--- config.mk ---
export PLATFORM = sky130hd
export DESIGN_NAME = cpu16_register_flag_unit
export DESIGN_NICKNAME = d
export VERILOG_FILES = /design/src/hdl/crfu_pkg.sv /design/src/hdl/crfu_front.sv /design/src/hdl/crfu_queue.sv /design/src/hdl/crfu_back.sv /design/src/hdl/cpu16_register_flag_unit.sv
export SDC_FILE = /design/constraint.sdc
export NUM_CORES = 1
export LEC_CHECK = 0
export BUFFER_PORTS_ARGS = -buffer_cell sky130_fd_sc_hd__clkbuf_2
export CORE_ASPECT_RATIO = 0.6
export CORE_MARGIN = 2
export CORE_UTILIZATION = 64
export CTS_CLUSTER_SIZE = 8
export DETAILED_ROUTE_END_ITERATION = 8
export GPL_TIMING_DRIVEN = 1
export PLACE_DENSITY_LB_ADDON = 0.2
export SLEW_MARGIN = 20
export SYNTH_ARGS = -nofsm -noshare
export SYNTH_HDL_FRONTEND = slang
export SYNTH_SLANG_ARGS = --single-unit
export TNS_END_PERCENT = 100
--- constraint.sdc ---
create_clock -name clk -period 7.4 [get_ports clk]
set_input_delay 0.37 -clock clk [delete_from_list [all_inputs] [get_ports clk]]
set_output_delay 0.37 -clock clk [all_outputs]
set_load 0.05 [all_outputs]
--- src/hdl/crfu_pkg.sv ---
// Package: types, instruction codes and constants of the register and flag unit.
`timescale 1ns / 1ps
`default_nettype none
package crfu_pkg;

	localparam int QUEUE_DEPTH = 2;

	localparam logic [5:0] OP_NOP = 6'd0;
	localparam logic [5:0] OP_XBA = 6'd1;
	localparam logic [5:0] OP_XCE = 6'd2;
	localparam logic [5:0] OP_CLC = 6'd3;
	localparam logic [5:0] OP_CLD = 6'd4;
	localparam logic [5:0] OP_CLI = 6'd5;
	localparam logic [5:0] OP_CLV = 6'd6;
	localparam logic [5:0] OP_SEC = 6'd7;
	localparam logic [5:0] OP_SED = 6'd8;
	localparam logic [5:0] OP_SEI = 6'd9;
	localparam logic [5:0] OP_REP = 6'd10;
	localparam logic [5:0] OP_SEP = 6'd11;
	localparam logic [5:0] OP_TAX = 6'd12;
	localparam logic [5:0] OP_TAY = 6'd13;
	localparam logic [5:0] OP_TXA = 6'd14;
	localparam logic [5:0] OP_TXY = 6'd15;
	localparam logic [5:0] OP_TYA = 6'd16;
	localparam logic [5:0] OP_TYX = 6'd17;
	localparam logic [5:0] OP_TCD = 6'd18;
	localparam logic [5:0] OP_TCS = 6'd19;
	localparam logic [5:0] OP_TDC = 6'd20;
	localparam logic [5:0] OP_TSC = 6'd21;
	localparam logic [5:0] OP_TSX = 6'd22;
	localparam logic [5:0] OP_TXS = 6'd23;
	localparam logic [5:0] OP_PHA = 6'd24;
	localparam logic [5:0] OP_PHX = 6'd25;
	localparam logic [5:0] OP_PHY = 6'd26;
	localparam logic [5:0] OP_PHD = 6'd27;
	localparam logic [5:0] OP_PHB = 6'd28;
	localparam logic [5:0] OP_PHP = 6'd29;
	localparam logic [5:0] OP_PLA = 6'd30;
	localparam logic [5:0] OP_PLX = 6'd31;
	localparam logic [5:0] OP_PLY = 6'd32;
	localparam logic [5:0] OP_PLD = 6'd33;
	localparam logic [5:0] OP_PLB = 6'd34;
	localparam logic [5:0] OP_PLP = 6'd35;
	localparam logic [5:0] OP_PEA = 6'd36;
	localparam logic [5:0] OP_PEI = 6'd37;

	localparam logic [7:0] FLAG_N = 8'h80;
	localparam logic [7:0] FLAG_V = 8'h40;
	localparam logic [7:0] FLAG_M = 8'h20;
	localparam logic [7:0] FLAG_X = 8'h10;
	localparam logic [7:0] FLAG_D = 8'h08;
	localparam logic [7:0] FLAG_I = 8'h04;
	localparam logic [7:0] FLAG_Z = 8'h02;
	localparam logic [7:0] FLAG_C = 8'h01;
	localparam logic [7:0] FLAGS_ALL = 8'hFF;
	localparam logic [7:0] FLAGS_NONE = 8'h00;

	localparam logic [15:0] STACK_RST = 16'h01FF;
	localparam logic [7:0] STATUS_RST = 8'h34;
	localparam logic [7:0] STACK_PAGE_EMU = 8'h01;

	localparam logic [1:0] PC_NONE = 2'd0;
	localparam logic [1:0] PC_BYTE = 2'd1;
	localparam logic [1:0] PC_WORD = 2'd2;

	typedef enum logic [2:0] {
		K_NOP, K_XBA, K_XCE, K_FLAGS, K_LOAD, K_PUSH
	} kind_t;

	typedef enum logic [2:0] {
		S_A, S_X, S_Y, S_S, S_D, S_B, S_P, S_OPD
	} src_t;

	typedef enum logic [2:0] {
		D_A, D_A16, D_X, D_Y, D_D, D_S, D_B
	} dst_t;

	typedef enum logic [1:0] {
		PW_M, PW_X, PW_WORD, PW_BYTE
	} pw_t;

	typedef struct packed {
		logic [5:0] op;
		logic [15:0] operand;
	} req_t;

	typedef struct packed {
		logic [15:0] acc_out;
		logic [15:0] xidx_out;
		logic [15:0] yidx_out;
		logic [15:0] stack_out;
		logic [15:0] direct_out;
		logic [7:0] bank_out;
		logic [7:0] status_out;
		logic emu_out;
		logic [15:0] push_value;
		logic [1:0] push_count;
	} rsp_t;

	typedef struct packed {
		kind_t kind;
		src_t src;
		dst_t dst;
		pw_t pw;
		logic [7:0] clr;
		logic [7:0] set;
		logic [15:0] operand;
	} dec_t;

endpackage
`default_nettype wire

--- src/hdl/crfu_front.sv ---
// Front end: accepts instruction items, decodes them and hands them to the queue.
`timescale 1ns / 1ps
`default_nettype none
module crfu_front (
	input wire logic clk,
	input wire logic arst_n,
	input wire logic req_valid,
	output logic req_stall,
	input wire crfu_pkg::req_t req,
	output logic dec_valid,
	input wire logic dec_full,
	output crfu_pkg::dec_t dec
);

	crfu_pkg::dec_t dec_c;
	crfu_pkg::dec_t dec_s1;
	logic valid_s1;
	logic push;
	logic load;

	always_comb begin
		dec_c = '{kind: crfu_pkg::K_NOP, src: crfu_pkg::S_A, dst: crfu_pkg::D_A,
			pw: crfu_pkg::PW_WORD, clr: crfu_pkg::FLAGS_NONE, set: crfu_pkg::FLAGS_NONE,
			operand: req.operand};
		case (req.op)
			crfu_pkg::OP_XBA: dec_c.kind = crfu_pkg::K_XBA;
			crfu_pkg::OP_XCE: dec_c.kind = crfu_pkg::K_XCE;
			crfu_pkg::OP_CLC: begin dec_c.kind = crfu_pkg::K_FLAGS; dec_c.clr = crfu_pkg::FLAG_C; end
			crfu_pkg::OP_CLD: begin dec_c.kind = crfu_pkg::K_FLAGS; dec_c.clr = crfu_pkg::FLAG_D; end
			crfu_pkg::OP_CLI: begin dec_c.kind = crfu_pkg::K_FLAGS; dec_c.clr = crfu_pkg::FLAG_I; end
			crfu_pkg::OP_CLV: begin dec_c.kind = crfu_pkg::K_FLAGS; dec_c.clr = crfu_pkg::FLAG_V; end
			crfu_pkg::OP_SEC: begin dec_c.kind = crfu_pkg::K_FLAGS; dec_c.set = crfu_pkg::FLAG_C; end
			crfu_pkg::OP_SED: begin dec_c.kind = crfu_pkg::K_FLAGS; dec_c.set = crfu_pkg::FLAG_D; end
			crfu_pkg::OP_SEI: begin dec_c.kind = crfu_pkg::K_FLAGS; dec_c.set = crfu_pkg::FLAG_I; end
			crfu_pkg::OP_REP: begin dec_c.kind = crfu_pkg::K_FLAGS; dec_c.clr = req.operand[7:0]; end
			crfu_pkg::OP_SEP: begin dec_c.kind = crfu_pkg::K_FLAGS; dec_c.set = req.operand[7:0]; end
			crfu_pkg::OP_PLP: begin
				dec_c.kind = crfu_pkg::K_FLAGS;
				dec_c.clr = crfu_pkg::FLAGS_ALL;
				dec_c.set = req.operand[7:0];
			end
			crfu_pkg::OP_TAX: begin
				dec_c.kind = crfu_pkg::K_LOAD; dec_c.src = crfu_pkg::S_A; dec_c.dst = crfu_pkg::D_X;
			end
			crfu_pkg::OP_TAY: begin
				dec_c.kind = crfu_pkg::K_LOAD; dec_c.src = crfu_pkg::S_A; dec_c.dst = crfu_pkg::D_Y;
			end
			crfu_pkg::OP_TXA: begin
				dec_c.kind = crfu_pkg::K_LOAD; dec_c.src = crfu_pkg::S_X; dec_c.dst = crfu_pkg::D_A;
			end
			crfu_pkg::OP_TXY: begin
				dec_c.kind = crfu_pkg::K_LOAD; dec_c.src = crfu_pkg::S_X; dec_c.dst = crfu_pkg::D_Y;
			end
			crfu_pkg::OP_TYA: begin
				dec_c.kind = crfu_pkg::K_LOAD; dec_c.src = crfu_pkg::S_Y; dec_c.dst = crfu_pkg::D_A;
			end
			crfu_pkg::OP_TYX: begin
				dec_c.kind = crfu_pkg::K_LOAD; dec_c.src = crfu_pkg::S_Y; dec_c.dst = crfu_pkg::D_X;
			end
			crfu_pkg::OP_TCD: begin
				dec_c.kind = crfu_pkg::K_LOAD; dec_c.src = crfu_pkg::S_A; dec_c.dst = crfu_pkg::D_D;
			end
			crfu_pkg::OP_TCS: begin
				dec_c.kind = crfu_pkg::K_LOAD; dec_c.src = crfu_pkg::S_A; dec_c.dst = crfu_pkg::D_S;
			end
			crfu_pkg::OP_TDC: begin
				dec_c.kind = crfu_pkg::K_LOAD; dec_c.src = crfu_pkg::S_D; dec_c.dst = crfu_pkg::D_A16;
			end
			crfu_pkg::OP_TSC: begin
				dec_c.kind = crfu_pkg::K_LOAD; dec_c.src = crfu_pkg::S_S; dec_c.dst = crfu_pkg::D_A16;
			end
			crfu_pkg::OP_TSX: begin
				dec_c.kind = crfu_pkg::K_LOAD; dec_c.src = crfu_pkg::S_S; dec_c.dst = crfu_pkg::D_X;
			end
			crfu_pkg::OP_TXS: begin
				dec_c.kind = crfu_pkg::K_LOAD; dec_c.src = crfu_pkg::S_X; dec_c.dst = crfu_pkg::D_S;
			end
			crfu_pkg::OP_PLA: begin
				dec_c.kind = crfu_pkg::K_LOAD; dec_c.src = crfu_pkg::S_OPD; dec_c.dst = crfu_pkg::D_A;
			end
			crfu_pkg::OP_PLX: begin
				dec_c.kind = crfu_pkg::K_LOAD; dec_c.src = crfu_pkg::S_OPD; dec_c.dst = crfu_pkg::D_X;
			end
			crfu_pkg::OP_PLY: begin
				dec_c.kind = crfu_pkg::K_LOAD; dec_c.src = crfu_pkg::S_OPD; dec_c.dst = crfu_pkg::D_Y;
			end
			crfu_pkg::OP_PLD: begin
				dec_c.kind = crfu_pkg::K_LOAD; dec_c.src = crfu_pkg::S_OPD; dec_c.dst = crfu_pkg::D_D;
			end
			crfu_pkg::OP_PLB: begin
				dec_c.kind = crfu_pkg::K_LOAD; dec_c.src = crfu_pkg::S_OPD; dec_c.dst = crfu_pkg::D_B;
			end
			crfu_pkg::OP_PHA: begin
				dec_c.kind = crfu_pkg::K_PUSH; dec_c.src = crfu_pkg::S_A; dec_c.pw = crfu_pkg::PW_M;
			end
			crfu_pkg::OP_PHX: begin
				dec_c.kind = crfu_pkg::K_PUSH; dec_c.src = crfu_pkg::S_X; dec_c.pw = crfu_pkg::PW_X;
			end
			crfu_pkg::OP_PHY: begin
				dec_c.kind = crfu_pkg::K_PUSH; dec_c.src = crfu_pkg::S_Y; dec_c.pw = crfu_pkg::PW_X;
			end
			crfu_pkg::OP_PHD: begin
				dec_c.kind = crfu_pkg::K_PUSH; dec_c.src = crfu_pkg::S_D; dec_c.pw = crfu_pkg::PW_WORD;
			end
			crfu_pkg::OP_PHB: begin
				dec_c.kind = crfu_pkg::K_PUSH; dec_c.src = crfu_pkg::S_B; dec_c.pw = crfu_pkg::PW_BYTE;
			end
			crfu_pkg::OP_PHP: begin
				dec_c.kind = crfu_pkg::K_PUSH; dec_c.src = crfu_pkg::S_P; dec_c.pw = crfu_pkg::PW_BYTE;
			end
			crfu_pkg::OP_PEA, crfu_pkg::OP_PEI: begin
				dec_c.kind = crfu_pkg::K_PUSH; dec_c.src = crfu_pkg::S_OPD;
				dec_c.pw = crfu_pkg::PW_WORD;
			end
			default: dec_c.kind = crfu_pkg::K_NOP;
		endcase
	end

	assign push = valid_s1 & ~dec_full;
	assign load = req_valid & ~req_stall;
	assign req_stall = valid_s1 & dec_full;

	always_ff @(posedge clk or negedge arst_n) begin
		if (!arst_n) begin
			valid_s1 <= 1'b0;
		end else if (load) begin
			valid_s1 <= 1'b1;
		end else if (push) begin
			valid_s1 <= 1'b0;
		end
	end

	always_ff @(posedge clk) begin
		if (load) begin
			dec_s1 <= dec_c;
		end
	end

	assign dec_valid = valid_s1;
	assign dec = dec_s1;

endmodule
`default_nettype wire

--- src/hdl/crfu_queue.sv ---
// Short queue of decoded items between the front end and the execute stage.
`timescale 1ns / 1ps
`default_nettype none
module crfu_queue #(
	parameter int DEPTH = crfu_pkg::QUEUE_DEPTH
) (
	input wire logic clk,
	input wire logic arst_n,
	input wire logic wr_valid,
	output logic full,
	input wire crfu_pkg::dec_t wr_data,
	output logic rd_valid,
	input wire logic rd_pop,
	output crfu_pkg::dec_t rd_data
);

	localparam int PTR_W = $clog2(DEPTH);
	localparam int CNT_W = $clog2(DEPTH + 1);
	localparam logic [PTR_W-1:0] PTR_LAST = PTR_W'(DEPTH - 1);

	crfu_pkg::dec_t slot_q [DEPTH];
	logic [PTR_W-1:0] wr_ptr_q;
	logic [PTR_W-1:0] rd_ptr_q;
	logic [CNT_W-1:0] count_q;
	logic wr;
	logic rd;

	assign full = count_q == CNT_W'(DEPTH);
	assign rd_valid = count_q != '0;
	assign wr = wr_valid & ~full;
	assign rd = rd_pop & rd_valid;
	assign rd_data = slot_q[rd_ptr_q];

	always_ff @(posedge clk or negedge arst_n) begin
		if (!arst_n) begin
			wr_ptr_q <= '0;
			rd_ptr_q <= '0;
			count_q <= '0;
		end else begin
			if (wr) begin
				wr_ptr_q <= (wr_ptr_q == PTR_LAST) ? '0 : wr_ptr_q + 1'b1;
			end
			if (rd) begin
				rd_ptr_q <= (rd_ptr_q == PTR_LAST) ? '0 : rd_ptr_q + 1'b1;
			end
			if (wr && !rd) begin
				count_q <= count_q + 1'b1;
			end else if (rd && !wr) begin
				count_q <= count_q - 1'b1;
			end
		end
	end

	always_ff @(posedge clk) begin
		if (wr) begin
			slot_q[wr_ptr_q] <= wr_data;
		end
	end

endmodule
`default_nettype wire

--- src/hdl/crfu_back.sv ---
// Execute stage: register file, flag logic, mode fixups and the result register.
`timescale 1ns / 1ps
`default_nettype none
module crfu_back (
	input wire logic clk,
	input wire logic arst_n,
	input wire logic dec_valid,
	output logic dec_pop,
	input wire crfu_pkg::dec_t dec,
	output logic rsp_valid,
	input wire logic rsp_stall,
	output crfu_pkg::rsp_t rsp
);

	logic [15:0] a_q, x_q, y_q, s_q, d_q;
	logic [7:0] b_q, p_q;
	logic e_q;
	crfu_pkg::rsp_t rsp_q;
	logic rsp_valid_q;

	logic [15:0] a_n, x_n, y_n, s_n, d_n;
	logic [7:0] b_n, p_n, p_f;
	logic e_n;
	logic [15:0] x_f, y_f, s_f;
	logic [15:0] sv;
	logic [15:0] pv;
	logic [1:0] pc;
	logic nz_upd;
	logic nz_wide;
	logic [15:0] nz_val;
	logic m8, x8;

	assign m8 = p_q[5];
	assign x8 = p_q[4];
	assign dec_pop = dec_valid & (~rsp_valid_q | ~rsp_stall);

	always_comb begin
		case (dec.src)
			crfu_pkg::S_A: sv = a_q;
			crfu_pkg::S_X: sv = x_q;
			crfu_pkg::S_Y: sv = y_q;
			crfu_pkg::S_S: sv = s_q;
			crfu_pkg::S_D: sv = d_q;
			crfu_pkg::S_B: sv = {8'h00, b_q};
			crfu_pkg::S_P: sv = {8'h00, p_q};
			default: sv = dec.operand;
		endcase
	end

	always_comb begin
		a_n = a_q;
		x_n = x_q;
		y_n = y_q;
		s_n = s_q;
		d_n = d_q;
		b_n = b_q;
		p_n = p_q;
		e_n = e_q;
		pv = 16'h0000;
		pc = crfu_pkg::PC_NONE;
		nz_upd = 1'b0;
		nz_wide = 1'b0;
		nz_val = 16'h0000;
		case (dec.kind)
			crfu_pkg::K_XBA: begin
				a_n = {a_q[7:0], a_q[15:8]};
				nz_upd = 1'b1;
				nz_val = a_n;
			end
			crfu_pkg::K_XCE: begin
				p_n = {p_q[7:1], e_q};
				e_n = p_q[0];
			end
			crfu_pkg::K_FLAGS: p_n = (p_q & ~dec.clr) | dec.set;
			crfu_pkg::K_LOAD: begin
				nz_upd = 1'b1;
				case (dec.dst)
					crfu_pkg::D_A: begin
						a_n = m8 ? {a_q[15:8], sv[7:0]} : sv;
						nz_val = a_n;
						nz_wide = ~m8;
					end
					crfu_pkg::D_A16: begin
						a_n = sv;
						nz_val = sv;
						nz_wide = 1'b1;
					end
					crfu_pkg::D_X: begin
						x_n = x8 ? {x_q[15:8], sv[7:0]} : sv;
						nz_val = x_n;
						nz_wide = ~x8;
					end
					crfu_pkg::D_Y: begin
						y_n = x8 ? {y_q[15:8], sv[7:0]} : sv;
						nz_val = y_n;
						nz_wide = ~x8;
					end
					crfu_pkg::D_D: begin
						d_n = sv;
						nz_val = sv;
						nz_wide = 1'b1;
					end
					crfu_pkg::D_S: begin
						s_n = sv;
						nz_upd = 1'b0;
					end
					crfu_pkg::D_B: begin
						b_n = sv[7:0];
						nz_val = {8'h00, sv[7:0]};
					end
					default: nz_upd = 1'b0;
				endcase
			end
			crfu_pkg::K_PUSH: begin
				pv = sv;
				case (dec.pw)
					crfu_pkg::PW_M: pc = m8 ? crfu_pkg::PC_BYTE : crfu_pkg::PC_WORD;
					crfu_pkg::PW_X: pc = x8 ? crfu_pkg::PC_BYTE : crfu_pkg::PC_WORD;
					crfu_pkg::PW_WORD: pc = crfu_pkg::PC_WORD;
					default: pc = crfu_pkg::PC_BYTE;
				endcase
				if (pc == crfu_pkg::PC_BYTE) begin
					pv[15:8] = 8'h00;
				end
			end
			default: ;
		endcase
	end

	// N/Z update, then emulation and index width fixups
	always_comb begin
		p_f = p_n;
		if (nz_upd) begin
			p_f[7] = nz_wide ? nz_val[15] : nz_val[7];
			p_f[1] = nz_wide ? (nz_val == 16'h0000) : (nz_val[7:0] == 8'h00);
		end
		s_f = s_n;
		if (e_n) begin
			p_f = p_f | crfu_pkg::FLAG_M | crfu_pkg::FLAG_X;
			s_f = {crfu_pkg::STACK_PAGE_EMU, s_n[7:0]};
		end
		x_f = p_f[4] ? {8'h00, x_n[7:0]} : x_n;
		y_f = p_f[4] ? {8'h00, y_n[7:0]} : y_n;
	end

	always_ff @(posedge clk or negedge arst_n) begin
		if (!arst_n) begin
			a_q <= '0;
			x_q <= '0;
			y_q <= '0;
			s_q <= crfu_pkg::STACK_RST;
			d_q <= '0;
			b_q <= '0;
			p_q <= crfu_pkg::STATUS_RST;
			e_q <= 1'b1;
			rsp_valid_q <= 1'b0;
		end else begin
			if (dec_pop) begin
				a_q <= a_n;
				x_q <= x_f;
				y_q <= y_f;
				s_q <= s_f;
				d_q <= d_n;
				b_q <= b_n;
				p_q <= p_f;
				e_q <= e_n;
				rsp_valid_q <= 1'b1;
			end else if (!rsp_stall) begin
				rsp_valid_q <= 1'b0;
			end
		end
	end

	always_ff @(posedge clk) begin
		if (dec_pop) begin
			rsp_q <= '{acc_out: a_n, xidx_out: x_f, yidx_out: y_f, stack_out: s_f,
				direct_out: d_n, bank_out: b_n, status_out: p_f, emu_out: e_n,
				push_value: pv, push_count: pc};
		end
	end

	assign rsp_valid = rsp_valid_q;
	assign rsp = rsp_q;

endmodule
`default_nettype wire

--- src/hdl/cpu16_register_flag_unit.sv ---
// An item passes the decode register, the queue and the result register to rsp.
// Throughput: one item per cycle while rsp_stall is low; execute retires one per cycle.
// The QUEUE_DEPTH queue lets the front end keep accepting while rsp stalls, until full.
// Reset (arst_n low, asynchronous): A, X, Y, D, DB = 0, S = 0x01FF, P = 0x34, E = 1,
// queue and result register empty.
`timescale 1ns / 1ps
`default_nettype none
module cpu16_register_flag_unit #(
	parameter int QUEUE_DEPTH = crfu_pkg::QUEUE_DEPTH
) (
	input wire logic clk,
	input wire logic arst_n,
	input wire logic req_valid,
	output logic req_stall,
	input wire crfu_pkg::req_t req,
	output logic rsp_valid,
	input wire logic rsp_stall,
	output crfu_pkg::rsp_t rsp
);

	logic fq_valid;
	logic fq_full;
	crfu_pkg::dec_t fq_data;
	logic qb_valid;
	logic qb_pop;
	crfu_pkg::dec_t qb_data;

	crfu_front u_front (
		.clk(clk),
		.arst_n(arst_n),
		.req_valid(req_valid),
		.req_stall(req_stall),
		.req(req),
		.dec_valid(fq_valid),
		.dec_full(fq_full),
		.dec(fq_data)
	);

	crfu_queue #(
		.DEPTH(QUEUE_DEPTH)
	) u_queue (
		.clk(clk),
		.arst_n(arst_n),
		.wr_valid(fq_valid),
		.full(fq_full),
		.wr_data(fq_data),
		.rd_valid(qb_valid),
		.rd_pop(qb_pop),
		.rd_data(qb_data)
	);

	crfu_back u_back (
		.clk(clk),
		.arst_n(arst_n),
		.dec_valid(qb_valid),
		.dec_pop(qb_pop),
		.dec(qb_data),
		.rsp_valid(rsp_valid),
		.rsp_stall(rsp_stall),
		.rsp(rsp)
	);

endmodule
`default_nettype wire

# Word-level counts from Yosys, hierarchy flattened
# Memories as Yosys holds them, arrays and structs flattened.
# Cells that the tools add are included.
# word_totals
inputBits	26
n_memories	1
out_inout_bits	117
reg_bits	261
mem_bits_rw	86
# memory_table
memory	words	width	read_ports	rd_clocked_by_memory_dff	wr	line	rtl
u_queue.slot_q	2	43	1	0	1	crfu_queue.sv:21	crfu_pkg::dec_t slot_q [DEPTH];
# op_classes
n_reduce_logical	32
addsub	4
n_eq_ne	59
n_bitwise	16
mux	52
# op_table
cell	n
$mux W16	14
$pmux W16 S7	1
$eq A6 B5 Y1 const B	16
$pmux W16 S2	3
$pmux W16 S5	1
$eq A6 B4 Y1 const B	8
$pmux W8 S6	1
$eq A6 B6 Y1 const B	6
$pmux W8 S4	1
$eq A3 B3 Y1 const B	8
$eq A6 B3 Y1 const B	4
$reduce_or A2 Y1	11
$pmux W3 S7	1
$eq A3 B2 Y1 const B	6
$pmux W3 S6	1
$reduce_or A17 Y1	1
$logic_not A16 Y1	1
$mux W8	2
$pmux W8 S2	1
$mux W1	15
$pmux W3 S5	1
$eq A6 B2 Y1 const B	2
$pmux W2 S3	2
$mux W2	5
other kinds (29)	51

# Depth between registers and ports, before layout
# An unclocked memory read counts as a cell.
# logic_depth
ltp_word	11
mapped_depth	12
depth_no_buf	8

# Modules after synthesis
# From an unflattened synthesis, not the netlist that was laid out.
# unflattened
hier_cells	1143
hier_area_um2	15517.4
# by_module_without_submodules
module	cells_per_inst	seq_area_each_um2	instances	area_each_um2
crfu_back	841	5921.9	1	10005.8
crfu_queue	153	2682.6	1	3504.6
crfu_front	149	1316.3	1	2006.9

# Worst setup path before layout
# OpenSTA, ideal clock, no wires.
# synth_path
kind	reg-to-reg
startpoint	register u_back.rsp_valid_q (netlist: u_back.rsp_valid)
endpoint	register u_back.rsp_q, in the netlist u_back.rsp[0], enable pin
path_slack_ns	2.206
stages_incl_launch_ff	6
n_path_buf	2
period_less_slack_ns	5.194
setup_ns	0.524
arrival_ns	4.671
required_ns	6.876
cell_sequence	dfrtp_1 -> nand2_1 -> o21ai_1 -> inv_2 -> buf_1 -> buf_1
# synth_between
elab_chain_len	3
# synth_lines
item	line	rtl
from (decl)	crfu_back.sv:19	logic rsp_valid_q;
from (signal assigned)	crfu_back.sv:156	rsp_valid_q <= 1'b0;
from (signal assigned)	crfu_back.sv:167	rsp_valid_q <= 1'b1;
from (signal assigned)	crfu_back.sv:169	rsp_valid_q <= 1'b0;
$not A1 Y1	crfu_back.sv:35	assign dec_pop = dec_valid & (~rsp_valid_q | ~rsp_stall);
$or A1 B1 Y1	crfu_back.sv:35	
$and A1 B1 Y1	crfu_back.sv:35	
via qb_pop	cpu16_register_flag_unit.sv:25	logic qb_pop;
to (signal assigned)	crfu_back.sv:176	rsp_q <= '{acc_out: a_n, xidx_out: x_f, yidx_out: y_f, stack_out: s_f,
to (decl)	crfu_back.sv:18	crfu_pkg::rsp_t rsp_q;
# The timed path passes the listed nets, and every way through them passes these cells.
# A chain may end at the register's enable or synchronous reset.

# Final worst setup path
# layout_path
startpoint	register u_queue.rd_ptr_q
endpoint	register u_back.rsp_q, in the netlist u_back.rsp[20] (data pin)
# layout_between
elab_chain_len	10
# layout_lines
item	line	rtl
from (decl)	crfu_queue.sv:23	logic [PTR_W-1:0] rd_ptr_q;
from (signal assigned)	crfu_queue.sv:44	rd_ptr_q <= (rd_ptr_q == PTR_LAST) ? '0 : rd_ptr_q + 1'b1;
$mem_v2 Z2 W43 (*)	n/a	
$eq A3 B3 Y1 (tied with other cells)	crfu_back.sv:38	case (dec.src)
$pmux W16 S7	crfu_back.sv:38	
$mux W16 (on tied branches)	crfu_back.sv:94, crfu_back.sv:79, crfu_back.sv:89	
$pmux W16 S5	crfu_back.sv:77	case (dec.dst)
$pmux W16 S2	crfu_back.sv:64	case (dec.kind)
$logic_not A16 Y1 / $logic_not A8 Y1 (equally long branches)	crfu_back.sv:135	p_f[1] = nz_wide ? (nz_val == 16'h0000) : (nz_val[7:0] == 8'h00);
$mux W1	crfu_back.sv:135	
$mux W1 (*)	crfu_back.sv:133	if (nz_upd) begin
$mux W6 (*)	crfu_back.sv:138	if (e_n) begin
via u_back.p_f[1]	crfu_back.sv:22	logic [7:0] b_n, p_n, p_f;
# Mark *: on every way through the listed nets, which the timed path passes. The rest lies on a longest branch.

==> metrics.md <==
| Metric | Value |
|---|---|
| Latest clock arrival within the worst-skew pair | `570 ps` |
| R2R cell count | `9` |
| Hold buffers post-CTS | `7` |
| Post-Synth Simple-Gate Area | `12.4%` |
| Top cell type's share of synthesized area | `47.1%` |
| Root Driver | `clkbuf_16` |
| Overall Power | `9.26 mW` |
| Via count | `11300` |
| Netlist cell types | `83` |
| CP Launch Type | `flip-flop` |
| Number of synthesized flops with an enable pin | `244` |
| Worst setup path class | `flip-flop to flip-flop` |
| Post-synth top area cell | `edfxtp_1` |
| Setup violations, final | `0` |
| Final core utilization | `74.9%` |
| Row count | `44` |
| Clock Pin Slew Worst Setup and Hold Paths | `50 ps` |
| Vias per cell | `6.40` |
| Min Tclk post-route | `4310 ps` |
| Number of diodes | `0` |
| Post-cts repair resize count | `0` |
| Die area | `0.0256 sq mm` |
| Req. time, crit path | `7700 ps` |
| Leading post-synthesis cells by cell area | `edfxtp_1, dfrtp_1, mux2_2, nand2_1, mux2i_1` |
| Initial DRC count | `1474` |
| Post-Synth Adder-Cell Area | `0.145%` |
| Rel. slew slack | `26.1%` |
| CTS H-Tree Depth | `2` |
| Worst hold margin | `29.3 ps` |
| Tcrit/Tclk final | `58.3%` |
| GRT overflow | `0` |
| GPL Wtd Cong | `0.905` |
| # DRC | `0` |
| Post-Route WL | `42000 um` |
| Largest net degree at the start of global routing | `143` |
| Hold Fails Final Rpt | `0` |
| Post CTS Setup Buffer Count | `0` |
| WL/cell | `23.8 um` |
| Pleak | `7.09 nW` |
| Buffers on Ports | `142` |
| Vias in the first global route | `10700` |
| FILL cells | `1576` |
| WHS Path Cells | `1` |
| Top cells by count, synth | `edfxtp_1, nand2_1, nor2_1, dfrtp_1, mux2_2` |
| Syn Inst Count | `1258` |
| Setup TNS | `0 ps` |
| Slew Limit Fails | `0` |
| Routed Antenna Nets | `0` |
| Drt first pass iters | `6` |
| Initial antenna violation count | `0` |
| Crit. End Element | `flip-flop` |
| Ys Warns | `0` |
| Xor-xnor portion of the synthesized cell area | `0.451%` |
| Seq cells post-synth | `347` |
| CORE AREA | `0.0240 sq mm` |
| Mux cell area share after synthesis | `9.82%` |
| Peak supply drop | `0.480 mV` |
| Die height | `125 um` |
| Proportion of layout cells with a drive suffix above 1 | `23.9%` |
| F_max | `0.232 GHz` |
| GRT Resource Usage Total | `33.2%` |
| Area of the mapped netlist | `0.0155 sq mm` |
| Final HPWL DP | `27900 um` |
| Initial Utilization | `64.8%` |
| Mapped Avg Cell Area | `12.4 sq um` |
| CTS tree | `done` |
| Sequential-to-total area share from yosys stat | `63.8%` |
| Max Cap Viol | `0` |
| Cell Pwr Density | `515 mW/mm^2` |
| Main combinational cell family by area after synthesis | `simple AND/OR/NAND/NOR gates` |
| CTS Buffer Depth | `3` |
| Worst Max-Slew Pin Slew | `1110 ps` |
| Area fraction in compound gates after synthesis | `10.4%` |
| Status | `finished, final reports clean` |
| Critical path fanouts, max | `28` |
| Top FF cell, synth | `edfxtp_1` |
| First-pass GRT wire length | `63300 um` |
| Syn Nets | `1285` |
| CP arrival | `4610 ps` |
| Area Growth Syn to Fin | `15.7%` |
| Fin nets | `1430` |
| Fin Clk Skew | `24.5 ps` |
| Num ports | `143` |
| Width of the die | `205 um` |
| Clk sinks | `347` |
| Asr flop ratio synth | `29.7%` |
| Unrepaired setup endpoints after global routing | `no` |
| Most frequent cell after synthesis | `edfxtp_1` |
| CTS Buf Count | `49` |
| Worst Hold Class | `primary input to flip-flop` |
==> power by group <==
group | internal [mW] | switching (mW) | leakage [nW] | total [mW]
sequential | 2.94 | 0.469 | 3.61 | 3.41
combinational | 0.999 | 2.77 | 2.80 | 3.77
clock | 1.28 | 0.814 | 0.681 | 2.09
total | 5.21 | 4.05 | 7.09 | 9.26
==> path summary, 6_finish.rpt <==
path                                    endpoint  slack, ps        startpoint
max                               u_back.rsp[20]       3090  u_queue.rd_ptr_q
min                              u_front.dec[11]         30           req[11]
max reg2reg                       u_back.rsp[20]       3090  u_queue.rd_ptr_q
min reg2reg                u_queue.slot_q[1][26]        440   u_front.dec[26]
max in group asynchronous       u_queue.rd_ptr_q       5660            arst_n
min in group asynchronous          u_back.d_q[9]        330            arst_n
==> layout make-up <==
class	instances	area (sq um)	area share, %
clock buffers	87	1370	7.61
clock inverters	4	71.3	0.396
inverters	27	109	0.605
multi-input cells	814	5200	28.9
flip-flops and latches	347	9920	55.2
well taps	322	403	2.24
repair buffers	164	911	5.06
==> routing by layer <==
layer	wire, um	global-route usage (%)
met5	0	0
met4	801	8.17
met3	4860	7.67
met2	17900	46.5
met1	18400	52.7
==> through the flow <==
stage | cells | area, sq um | setup slack [ps]
floorplan | 1258 | 15500 | 2210
global placement | 1665 | 16400 | 3310
detailed placement | 1665 | 16400 | 3230
CTS | 1763 | 17900 | 3210
global route | 1765 | 18000 | 2940
finish | 1765 | 18000 | 3090
==> cells by family (layout without fill, tap and decap cells) <==
group,Yosys count,in the layout
multiplexers,137,137
buffers and inverters,97,282
flip-flops,347,347
XOR/XNOR,8,8
adder cells (fa/ha/maj),2,2
AO/OA/AOI/OAI,243,243
AND/OR/NAND/NOR,424,424
==> flip-flops by register name, indices dropped and copies added (netlist names), 16 cells and up <==
signal	flops
u_back.a_q	16
u_queue.slot_q	86
u_front.dec	43
u_back.d_q	16
u_back.x_q	16
u_back.rsp	115
u_back.y_q	16
u_back.s_q	16
==> critical path: stages (launching register included) <==
cell       delay (ps)
dfrtp_2           710
buf_4             460
mux2i_4           940
nor3_1            100
a31oi_1           290
a21oi_1           120
a21oi_1           860
nor4b_1           180
and3_1            250
a2bb2oi_1         120
==> cells in the final DEF (no fill, tap or decap), types with 6 or more instances in the layout <==
cell           count
a211oi_1           9
a21oi_1           46
a221o_1            9
a221oi_1           8
a22oi_1           13
a31oi_1           21
and2_1            12
and3_1             9
buf_4             14
clkbuf_1          38
clkbuf_16         49
clkbuf_2         141
dfrtp_1           89
dfstp_2           13
dlygate4sd3_1      8
edfxtp_1         244
inv_1             25
mux2_2            86
mux2i_1           42
nand2_1          201
nand2b_1          10
nand3_1            9
nand4_1            9
nor2_1           110
nor2b_1            7
nor3_1            11
nor3b_1            6
nor4_1             6
o21ai_0           60
o22ai_1           12
o311ai_0           6
o31ai_1            7
xnor2_1            6
No activity file was read; power rests on OpenSTA's default activity.
